--- src/rtl/fpr_pkg.sv ---
package fpr_pkg;

   localparam logic [7:0] CH_U       = 8'h55;
   localparam logic [7:0] CH_N       = 8'h4E;
   localparam logic [7:0] CH_E       = 8'h45;
   localparam logic [7:0] CH_R       = 8'h52;
   localparam logic [7:0] CH_COLON   = 8'h3A;
   localparam logic [7:0] CH_PLUS    = 8'h2B;
   localparam logic [7:0] CH_AMP     = 8'h26;
   localparam logic [7:0] CH_D       = 8'h44;
   localparam logic [7:0] CH_B       = 8'h42;
   localparam logic [7:0] CH_G       = 8'h47;
   localparam logic [7:0] CH_NEWLINE = 8'h0A;

   // XOR of the fixed header bytes, seeds the checksum together with the length
   localparam logic [7:0] HDR_XOR = CH_U ^ CH_N ^ CH_E ^ CH_R ^ CH_COLON;

   localparam logic [7:0] TIMEOUT_RESET = 8'd5;
   localparam logic [7:0] POS_MAX       = 8'hFF;

   localparam logic FUNC_BYTE = 1'b0;
   localparam logic FUNC_TICK = 1'b1;

   typedef enum logic [2:0] {
      KIND_PAYLOAD = 3'd0,
      KIND_OK      = 3'd1,
      KIND_CKSERR  = 3'd2,
      KIND_TEXT    = 3'd3,
      KIND_LINEEND = 3'd4,
      KIND_TIMEOUT = 3'd5
   } kind_type;

   typedef enum logic [11:0] {
      ST_IDLE  = 12'b0000_0000_0001,
      ST_N     = 12'b0000_0000_0010,
      ST_E     = 12'b0000_0000_0100,
      ST_R     = 12'b0000_0000_1000,
      ST_LEN   = 12'b0000_0001_0000,
      ST_COLON = 12'b0000_0010_0000,
      ST_PAY   = 12'b0000_0100_0000,
      ST_AMP   = 12'b0000_1000_0000,
      ST_D     = 12'b0001_0000_0000,
      ST_B     = 12'b0010_0000_0000,
      ST_G     = 12'b0100_0000_0000,
      ST_TEXT  = 12'b1000_0000_0000
   } parse_state_type;

   typedef struct packed {
      logic       func;
      logic [7:0] data_byte;
   } req_word_type;

   typedef struct packed {
      logic       valid;
      kind_type   kind;
      logic [7:0] value;
      logic [7:0] position;
   } rsp_word_type;

endpackage

--- src/rtl/fpr_in_stage.sv ---
module fpr_in_stage
   import fpr_pkg::*;
(
   input  logic         clock,
   input  logic         reset,
   input  logic         req_valid,
   input  req_word_type req_word,
   output logic         req_stall,
   input  logic         advance,
   output logic         word_valid,
   output req_word_type word
);

   logic         valid_ff, valid_in;
   req_word_type word_ff, word_in;

   // hold the word while the output side cannot take its result
   assign req_stall = valid_ff && !advance;

   always_comb begin
      valid_in = valid_ff;
      word_in  = word_ff;
      if (!req_stall) begin
         valid_in = req_valid;
         if (req_valid) begin
            word_in = req_word;
         end
      end
   end

   always_ff @(posedge clock) begin
      if (reset) begin
         valid_ff <= 1'b0;
      end else begin
         valid_ff <= valid_in;
      end
      word_ff <= word_in;
   end

   assign word_valid = valid_ff;
   assign word       = word_ff;

endmodule

--- src/rtl/fpr_parser.sv ---
module fpr_parser
   import fpr_pkg::*;
(
   input  logic         clock,
   input  logic         reset,
   input  logic [7:0]   timeout_ticks,
   input  logic         step,
   input  req_word_type word,
   output rsp_word_type result
);

   parse_state_type state_ff, state_in, restart_state;
   logic [7:0] remaining_ff, remaining_in;
   logic [7:0] xor_ff, xor_in;
   logic [7:0] pos_ff, pos_in;
   logic [7:0] ticks_ff, ticks_in;
   logic [7:0] b, rem_dec, pos_bump;

   assign b        = word.data_byte;
   assign rem_dec  = remaining_ff - 8'd1;
   assign pos_bump = (pos_ff == POS_MAX) ? pos_ff : pos_ff + 8'd1;

   // a byte that breaks a header is looked at again as a frame start
   always_comb begin
      if (b == CH_U) begin
         restart_state = ST_N;
      end else if (b == CH_PLUS) begin
         restart_state = ST_AMP;
      end else begin
         restart_state = ST_IDLE;
      end
   end

   always_comb begin
      state_in     = state_ff;
      remaining_in = remaining_ff;
      xor_in       = xor_ff;
      pos_in       = pos_ff;
      ticks_in     = ticks_ff;
      result       = '{valid: 1'b0, kind: KIND_PAYLOAD, value: 8'd0, position: 8'd0};

      if (step && word.func == FUNC_TICK) begin
         if (state_ff != ST_IDLE) begin
            if (ticks_ff <= 8'd1) begin
               ticks_in = 8'd0;
               state_in = ST_IDLE;
               result   = '{valid: 1'b1, kind: KIND_TIMEOUT, value: 8'd0, position: 8'd0};
            end else begin
               ticks_in = ticks_ff - 8'd1;
            end
         end
      end else if (step) begin
         case (state_ff)
            ST_LEN: begin
               remaining_in = b;
               state_in     = ST_COLON;
            end
            ST_PAY: begin
               remaining_in = rem_dec;
               if (rem_dec != 8'd0) begin
                  xor_in = xor_ff ^ b;
                  pos_in = pos_bump;
                  result = '{valid: 1'b1, kind: KIND_PAYLOAD, value: b, position: pos_ff};
               end else begin
                  state_in = ST_IDLE;
                  result   = '{valid: 1'b1,
                               kind: (xor_ff == b) ? KIND_OK : KIND_CKSERR,
                               value: b, position: pos_ff};
               end
            end
            ST_TEXT: begin
               if (b == CH_NEWLINE) begin
                  state_in = ST_IDLE;
                  result   = '{valid: 1'b1, kind: KIND_LINEEND, value: CH_NEWLINE,
                               position: pos_ff};
               end else begin
                  pos_in = pos_bump;
                  result = '{valid: 1'b1, kind: KIND_TEXT, value: b, position: pos_ff};
               end
            end
            ST_IDLE, ST_N, ST_E, ST_R, ST_COLON, ST_AMP, ST_D, ST_B, ST_G: begin
               // header bytes: advance on match, else restart on this byte
               if      (state_ff == ST_N     && b == CH_N)     state_in = ST_E;
               else if (state_ff == ST_E     && b == CH_E)     state_in = ST_R;
               else if (state_ff == ST_R     && b == CH_R)     state_in = ST_LEN;
               else if (state_ff == ST_AMP   && b == CH_AMP)   state_in = ST_D;
               else if (state_ff == ST_D     && b == CH_D)     state_in = ST_B;
               else if (state_ff == ST_B     && b == CH_B)     state_in = ST_G;
               else if (state_ff == ST_COLON && b == CH_COLON) begin
                  state_in = ST_PAY;
                  pos_in   = 8'd0;
                  xor_in   = HDR_XOR ^ remaining_ff;
               end else if (state_ff == ST_G && b == CH_G) begin
                  state_in = ST_TEXT;
                  pos_in   = 8'd0;
               end else begin
                  state_in = restart_state;
                  if (restart_state != ST_IDLE) begin
                     ticks_in = timeout_ticks;
                  end
               end
            end
            default: begin
               state_in = ST_IDLE;
            end
         endcase
      end
   end

   always_ff @(posedge clock) begin
      if (reset) begin
         state_ff     <= ST_IDLE;
         remaining_ff <= 8'd0;
         xor_ff       <= 8'd0;
         pos_ff       <= 8'd0;
         ticks_ff     <= 8'd0;
      end else begin
         state_ff     <= state_in;
         remaining_ff <= remaining_in;
         xor_ff       <= xor_in;
         pos_ff       <= pos_in;
         ticks_ff     <= ticks_in;
      end
   end

endmodule

--- src/rtl/fpr_out_stage.sv ---
module fpr_out_stage
   import fpr_pkg::*;
(
   input  logic         clock,
   input  logic         reset,
   input  rsp_word_type result,
   input  logic         step,
   input  logic         rsp_stall,
   output logic         advance,
   output logic         rsp_valid,
   output logic [2:0]   rsp_kind,
   output logic [7:0]   rsp_value,
   output logic [7:0]   rsp_position
);

   logic         valid_ff, valid_in;
   rsp_word_type word_ff, word_in;

   // register is free when empty or being taken this cycle
   assign advance = !valid_ff || !rsp_stall;

   always_comb begin
      valid_in = valid_ff;
      word_in  = word_ff;
      if (advance) begin
         valid_in = step && result.valid;
         word_in  = result;
      end
   end

   always_ff @(posedge clock) begin
      if (reset) begin
         valid_ff <= 1'b0;
      end else begin
         valid_ff <= valid_in;
      end
      word_ff <= word_in;
   end

   assign rsp_valid    = valid_ff;
   assign rsp_kind     = word_ff.kind;
   assign rsp_value    = word_ff.value;
   assign rsp_position = word_ff.position;

endmodule

--- src/rtl/framed_packet_receiver_core.sv ---
// Frame receiver for a serial byte stream.
// Input channel (req_): one word per handshake, req_func = 0 carries a received
// byte in req_data_byte, req_func = 1 is a timer tick. Accepted when req_valid
// is high and req_stall low.
// Result channel (rsp_): at most one word per input word: payload/text bytes
// with their position, and one closing word per frame (ok, checksum error,
// line end, timeout abort). Taken when rsp_valid is high and rsp_stall low.
// Config: csr_write_enable/csr_write_data load the timeout in ticks; write it
// only while no frame traffic is in flight.
// Path: an accepted word waits in the input register, then its result goes
// through the parse logic into the output register and is presented on rsp_.
// Throughput: one word per cycle while rsp_stall does not hold a result, set by the parser state update.
// Reset: parser goes idle, both registers empty, timeout back to 5 ticks.
// Stall: while rsp_stall holds a result, no word moves through the parser; an
// empty input register still absorbs one further word, then req_stall rises
// and holds until the result is taken.
module framed_packet_receiver_core
   import fpr_pkg::*;
(
   input  logic       clock,
   input  logic       reset,
   input  logic       req_valid,
   output logic       req_stall,
   input  logic       req_func,
   input  logic [7:0] req_data_byte,
   output logic       rsp_valid,
   input  logic       rsp_stall,
   output logic [2:0] rsp_kind,
   output logic [7:0] rsp_value,
   output logic [7:0] rsp_position,
   input  logic       csr_write_enable,
   input  logic [7:0] csr_write_data
);

   logic [7:0]   timeout_ticks_ff, timeout_ticks_in;
   logic         advance;
   logic         word_valid;
   logic         step;
   req_word_type req_word;
   req_word_type word;
   rsp_word_type result;

   assign timeout_ticks_in = csr_write_enable ? csr_write_data : timeout_ticks_ff;

   always_ff @(posedge clock) begin
      if (reset) begin
         timeout_ticks_ff <= TIMEOUT_RESET;
      end else begin
         timeout_ticks_ff <= timeout_ticks_in;
      end
   end

   assign req_word = '{func: req_func, data_byte: req_data_byte};

   // the parser steps whenever the held word moves on
   assign step = word_valid && advance;

   fpr_in_stage u_in_stage (
      .clock      (clock),
      .reset      (reset),
      .req_valid  (req_valid),
      .req_word   (req_word),
      .req_stall  (req_stall),
      .advance    (advance),
      .word_valid (word_valid),
      .word       (word)
   );

   fpr_parser u_parser (
      .clock         (clock),
      .reset         (reset),
      .timeout_ticks (timeout_ticks_ff),
      .step          (step),
      .word          (word),
      .result        (result)
   );

   fpr_out_stage u_out_stage (
      .clock        (clock),
      .reset        (reset),
      .result       (result),
      .step         (step),
      .rsp_stall    (rsp_stall),
      .advance      (advance),
      .rsp_valid    (rsp_valid),
      .rsp_kind     (rsp_kind),
      .rsp_value    (rsp_value),
      .rsp_position (rsp_position)
   );

endmodule

--- config.mk ---
export PLATFORM = sky130hd
export DESIGN_NAME = framed_packet_receiver_core
export DESIGN_NICKNAME = d
export VERILOG_FILES = /design/src/rtl/fpr_pkg.sv /design/src/rtl/fpr_in_stage.sv /design/src/rtl/fpr_parser.sv /design/src/rtl/fpr_out_stage.sv /design/src/rtl/framed_packet_receiver_core.sv
export SDC_FILE = /design/constraint.sdc
export NUM_CORES = 1
export LEC_CHECK = 0
export BUFFER_PORTS_ARGS = -buffer_cell sky130_fd_sc_hd__buf_2
export CORE_MARGIN = 1
export CORE_UTILIZATION = 55
export CTS_BUF_LIST = sky130_fd_sc_hd__clkbuf_16
export CTS_CLUSTER_DIAMETER = 150
export CTS_CLUSTER_SIZE = 8
export DETAILED_ROUTE_END_ITERATION = 10
export PLACE_DENSITY = 0.72
export SLEW_MARGIN = 20
export SYNTH_ARGS = -nofsm -noshare
export SYNTH_HDL_FRONTEND = slang
export SYNTH_SLANG_ARGS = --single-unit
--- constraint.sdc ---
create_clock -name clock -period 3 [get_ports clock]
set_input_delay 0.6 -clock clock [delete_from_list [all_inputs] [get_ports clock]]
set_output_delay 0.6 -clock clock [all_outputs]
set_load 0.02 [all_outputs]
* After elaboration in Yosys (flattened, before gate mapping)
Cells that the tools add are included.
Word-level totals: register bits 82, output and inout port bits 21
Cells by class: order comparisons 1, equal/unequal tests 49, bitwise operators 4, muxes and demuxes 61, reductions and logical operators 30, add/sub/neg operators 3
Operators by type and width (count):
- two-way mux 8 bit | 35
- two-way mux 12 bit | 14
- two-way mux 20 bit | 4
- equality test 8 x 7 -> 1 bit (second input constant) | 7
- one-hot mux 12 bit (4 select lines) | 1
- one-hot mux 20 bit (2 select lines) | 1
- two-way mux 19 bit | 2
- one-hot mux 8 bit (2 select lines) | 2
- equality test 8 x 6 -> 1 bit (second input constant) | 3
- inequality test 12 x 1 -> 1 bit (second input constant) | 2
- one-hot mux 8 bit (3 select lines) | 1
- AND reduction 12 bit | 2
- inequality test 2 x 1 -> 1 bit (second input constant) | 10
- inequality test 2 bit (second input constant) | 9
- subtractor 8 x 1 -> 8 bit (second input constant) | 2
- equality test 12 x 1 -> 1 bit (second input constant) | 1
- equality test 12 x 10 -> 1 bit (second input constant) | 1
- equality test 12 x 11 -> 1 bit (second input constant) | 1
- equality test 12 bit (second input constant) | 1
- equality test 12 x 2 -> 1 bit (second input constant) | 1
- equality test 12 x 3 -> 1 bit (second input constant) | 1
- equality test 12 x 4 -> 1 bit (second input constant) | 1
- equality test 12 x 5 -> 1 bit (second input constant) | 1
- equality test 12 x 6 -> 1 bit (second input constant) | 1
- 25 further kinds | 44

* Longest topological paths before layout
depth in word-level cells 16, gate-level depth with buffers 10, gate-level depth less buffers 8

* Cells and area by module
Synthesis repeated with hierarchy kept, for this count alone.
Second synthesis, totals: cell total of the unflattened synthesis 534, area total of the unflattened synthesis 4742.0 um2
By module, submodules not included:
- fpr_parser | area an instance 3513.4 um2, times used 1, seq. area each 880.8 um2, cells an instance 471
- fpr_out_stage | area an instance 609.3 um2, times used 1, seq. area each 590.6 um2, cells an instance 23
- fpr_in_stage | area an instance 320.3 um2, times used 1, seq. area each 290.3 um2, cells an instance 13
- framed_packet_receiver_core | area an instance 299.0 um2, times used 1, seq. area each 160.2 um2, cells an instance 27

* Worst setup path after synthesis
Ideal clock, no wire load.
path type input to register, start input port rsp_stall, end register u_parser.state_ff[9], path buffers 1, cell stages on the path 7, setup slack 0.233 ns, data arrival time 2.650 ns, library setup time 0.117 ns, cell sequence nand2_1 nand3_1 a21o_1 buf_6 a221oi_4 nor2_1 a22o_2
On the way: longest elaborated chain between the ends 6
RTL lines:
- start, declared | line framed_packet_receiver_core.sv:27 | input logic rsp_stall,
- logical NOT 1 bit * | line fpr_out_stage.sv:20 | assign advance = !valid_ff || !rsp_stall;
- logical OR 1 bit * | line fpr_out_stage.sv:20
- logical AND 1 bit * | line framed_packet_receiver_core.sv:56 | assign step = word_valid && advance;
- logical AND 1 bit | line fpr_parser.sv:42 | if (step && word.func == FUNC_TICK) begin
- inequality test 3 x 1 -> 1 bit (no source line), or another cell as far along
- AND reduction 5 bit (no source line)
- end signal, assigned | line fpr_parser.sv:118 | state_ff <= state_in;
- end, declared | line fpr_parser.sv:12 | parse_state_type state_ff, state_in, restart_state;
Every way passes the cells marked *; elsewhere a longest branch is shown, timed or not. A chain may end at the register's enable or synchronous reset.

* Worst setup path in the final report
start register u_in_stage.word_ff, in the netlist u_in_stage.word[2], end register u_parser.pos_ff[6]
On the way: longest elaborated chain between the ends 10
RTL lines:
- start, declared | line fpr_in_stage.sv:15 | req_word_type word_ff, word_in;
- start signal, assigned | line fpr_in_stage.sv:37 | word_ff <= word_in;
- equality test 8 x 6 -> 1 bit | line fpr_parser.sv:89 | else if (state_ff == ST_COLON && b == CH_COLON) begin
- logical AND 1 bit | line fpr_parser.sv:89
- two-way mux 8 bit | line fpr_parser.sv:89
- two-way mux 8 bit | line fpr_parser.sv:88 | else if (state_ff == ST_B && b == CH_B) state_in = ST_G;
- two-way mux 8 bit | line fpr_parser.sv:87 | else if (state_ff == ST_D && b == CH_D) state_in = ST_B;
- two-way mux 8 bit | line fpr_parser.sv:86 | else if (state_ff == ST_AMP && b == CH_AMP) state_in = ST_D;
- two-way mux 8 bit | line fpr_parser.sv:85 | else if (state_ff == ST_R && b == CH_R) state_in = ST_LEN;
- two-way mux 8 bit | line fpr_parser.sv:84 | else if (state_ff == ST_E && b == CH_E) state_in = ST_R;
- two-way mux 8 bit | line fpr_parser.sv:83 | if (state_ff == ST_N && b == CH_N) state_in = ST_E;
- one-hot mux 8 bit (3 select lines) | line fpr_parser.sv:53 | case (state_ff)
- end signal, assigned | line fpr_parser.sv:121 | pos_ff <= pos_in;
- end, declared | line fpr_parser.sv:15 | logic [7:0] pos_ff, pos_in;
Parallel ways exist; a longest one is shown, timed or not. The select of a mux whose other input is x is not followed.

==> results.yml <==
place:
  place_hpwl_um: 8140
  dp_cells: 619
  portBuffers: 42
  gp_congestion: 0.946
  placed_area_um2: 4900
routing:
  ant_nets: 0
  drt_iter0_markers: 276
  first_pass_iters: 4
  vias: 4004
  via_per_inst: 6.31
  wl_per_cell_um: 18.2
  finalWirelength_um: 11600
  route.detailed.drc: 0
cells_and_area:
  stdcell_area_um2: 5170
  nNetsFinal: 555
  drive_gt1_frac: 0.203
  post_layout_nonfiller_instances: 635
  synthToLayoutAreaGrowth_pct: 13.1
  finalCoreUtilization: 0.656
  n_antenna_cell: 0
sta:
  fmax_mhz: 372
  fin_crit_sh: 0.896
  finalSetupTns_ns: 0
  final-setup-viol-count: 0
  finClkSkew_ns: 0.0100
  finalMaxSlewViolations: 0
  fin_crit_ns: 2.69
  rsz0062_at_grt: "no"
  hold_violations: 0
  worst_pin_slew_ns: 0.691
  max_slew_margin: 0.539
grt:
  grt_pass1_vias: 3795
  grt_antenna_before_repair: 0
  grt-ovfl-total: 0
  grt_max_degree: 23
  grt_pass1_wl_um: 19300
  grt_util_all_layers: 0.284
floorplanning:
  die_h_um: 93.2
  fp.coreArea_um2: 7890
  start_util: 0.580
  num_rows: 32
  die_area_um2: 8690
  fp.dieW_um: 93.2
  pin_count: 43
synth:
  ys_warn_count: 0
  avgSynthCellArea_um2: 9.38
  netlist_top_cells_area: "dfxtp_1, edfxtp_1, nor4b_1"
  synth_top_family_by_area: "simple AND/OR/NAND/NOR gates"
  synthMuxAreaShare: 0.0241
  synth_flop_cell: "dfxtp_1"
  syn_nets: 515
  synthXorXnorAreaFrac: 0.0306
  ys_ff_latch: 82
  syn_inst: 488
  synth.most_common_cell: "dfxtp_1"
  synth_adder_area_share: 0.0137
  synthArstFlopShare: 0
  synth_top_area_frac: 0.236
  synth_seq_area_share: 0.420
  synth_compound_area_frac: 0.173
  synth_cell_types: 74
  synth_largest_area_cell: "dfxtp_1"
  yosys.area_share.simple: 0.291
  synth_edf_count: 28
  yosys-top-cells-count: "dfxtp_1, nor2_1, edfxtp_1"
  netlist_area_um2: 4580
cts:
  cts_setup_buffers: 0
  clk_pin_slew_worst_paths_ns: 0.06
  cts_made_buffers: 9
  cts_resized: 0
  tritoncts: "done"
  clock_path_buffers: 2
  clk_latency_ns: 0.34
  ctsHoldBuffers: 0
  cts_max_level: 3
  clock-sinks: 82
  root_buffer: "clkbuf_16"
run:
  drv_cap: 0
critical_path:
  critPathKind: "flop to flop"
  startpoint_type: "flop"
  cp.required_ns: 3.23
  endpoint_kind: "flop"
  cp.arrival_ns: 2.92
  critPathMaxFanout: 11
power_and_ir_drop:
  cellPowerDensity_nw_per_um2: 444
  leakage_nw: 2.10
  irDropWorstVdd_mv: 0.293
run_status:
  status: "completed"
hold_path:
  hold_class: "input port to flop"
## cells in the final DEF (no fill, tap or decap), types with 8 or more instances in the layout
cell,netlist,layout
dfxtp_1,54,54
clkbuf_16,0,9
nor2_1,37,37
nand2_1,26,26
nor4_1,13,13
nor4b_1,16,16
buf_2,11,42
mux2i_1,11,11
nand4_1,11,11
nor2b_1,11,11
a21oi_1,20,20
nand3_1,17,17
buf_4,0,21
inv_1,11,11
o21ai_0,24,24
nor3_1,25,25
o211ai_1,8,8
and2_1,17,17
edfxtp_1,28,28
xor2_1,12,12
a22o_2,10,10
nand2b_1,8,8
## path summary, 6_finish.rpt
| check | cells past startpoint | slack (ns) | to | from |
|---|---|---|---|---|
| worst min register to register | 2 | 0.50 | timeout_ticks_ff[5] | timeout_ticks_ff[5] |
| worst max register to register | 5 | 0.31 | u_parser.pos_ff[6] | u_in_stage.word[2] |
| worst min-delay path | 1 | 0.44 | u_in_stage.word[2] | req_data_byte[2] |
| worst max-delay path | 5 | 0.31 | u_parser.pos_ff[6] | u_in_stage.word[2] |
## per-stage QoR
stage	total power [mW]	hold WS, ns	worst slack (ns)
after floorplan	1.26	0.440	0.233
after global placement	1.30	0.465	0.436
after detailed placement	1.30	0.484	0.361
after CTS	2.31	0.435	0.351
after global routing	2.37	0.431	0.179
final	2.30	0.438	0.311
## layer usage
layer	track usage	vias up	wire length (um)	part of all wire
met2	0.446	164	5400	0.47
li1	-	1922	-	-
met3	0.0553	24	757	0.066
met4	0.0808	0	212	0.018
met1	0.397	1894	5190	0.45
met5	0	-	0	0
## cells by family (layout without fill, tap and decap cells)
| family | Yosys count | after routing |
|---|---|---|
| xor gates and xnor gates | 16 | 16 |
| buffers and inverters | 46 | 91 |
| AOI/OAI and AO/OA | 109 | 109 |
| adders and majority gates | 5 | 5 |
| DFF | 82 | 82 |
| muxes | 11 | 11 |
| and+or+nand+nor | 219 | 219 |
## state kept, by name (all words and copies together), names as in the netlist
register                  flops
u_parser.pos_ff               8
u_out_stage.rsp_value         8
u_parser.remaining_ff         8
u_parser.state_ff            12
u_out_stage.rsp_position      8
u_out_stage.rsp_kind          3
u_parser.ticks_ff             8
u_parser.xor_ff               8
u_in_stage.word_valid         1
u_out_stage.rsp_valid         1
u_in_stage.word               9
timeout_ticks_ff              8
## cell type report
| cell class | instances | area (um2) |
|---|---|---|
| clock buffer | 9 | 225 |
| clock inverter | 7 | 51.3 |
| fill | 638 | 2710 |
| inverter | 12 | 45.0 |
| multi-input combinational | 360 | 2440 |
| sequential | 82 | 1920 |
| tap | 102 | 128 |
| timing repair buffer | 63 | 368 |
## worst max-delay path, cell delays in order (launching register included)
cell,delay [ns]
edfxtp_1,0.57
or4b_4,0.63
nor4_1,0.33
a2bb2o_1,0.29
o2111ai_2,0.32
a311o_1,0.44
## power breakdown
part	internal (mW)	switching [mW]	leakage (nW)	total (mW)
clock network	0.566	0.455	0.133	1.02
logic	0.0409	0.0578	1.20	0.0987
registers	1.16	0.0189	0.759	1.18
Power figures use the tool's default switching activity.
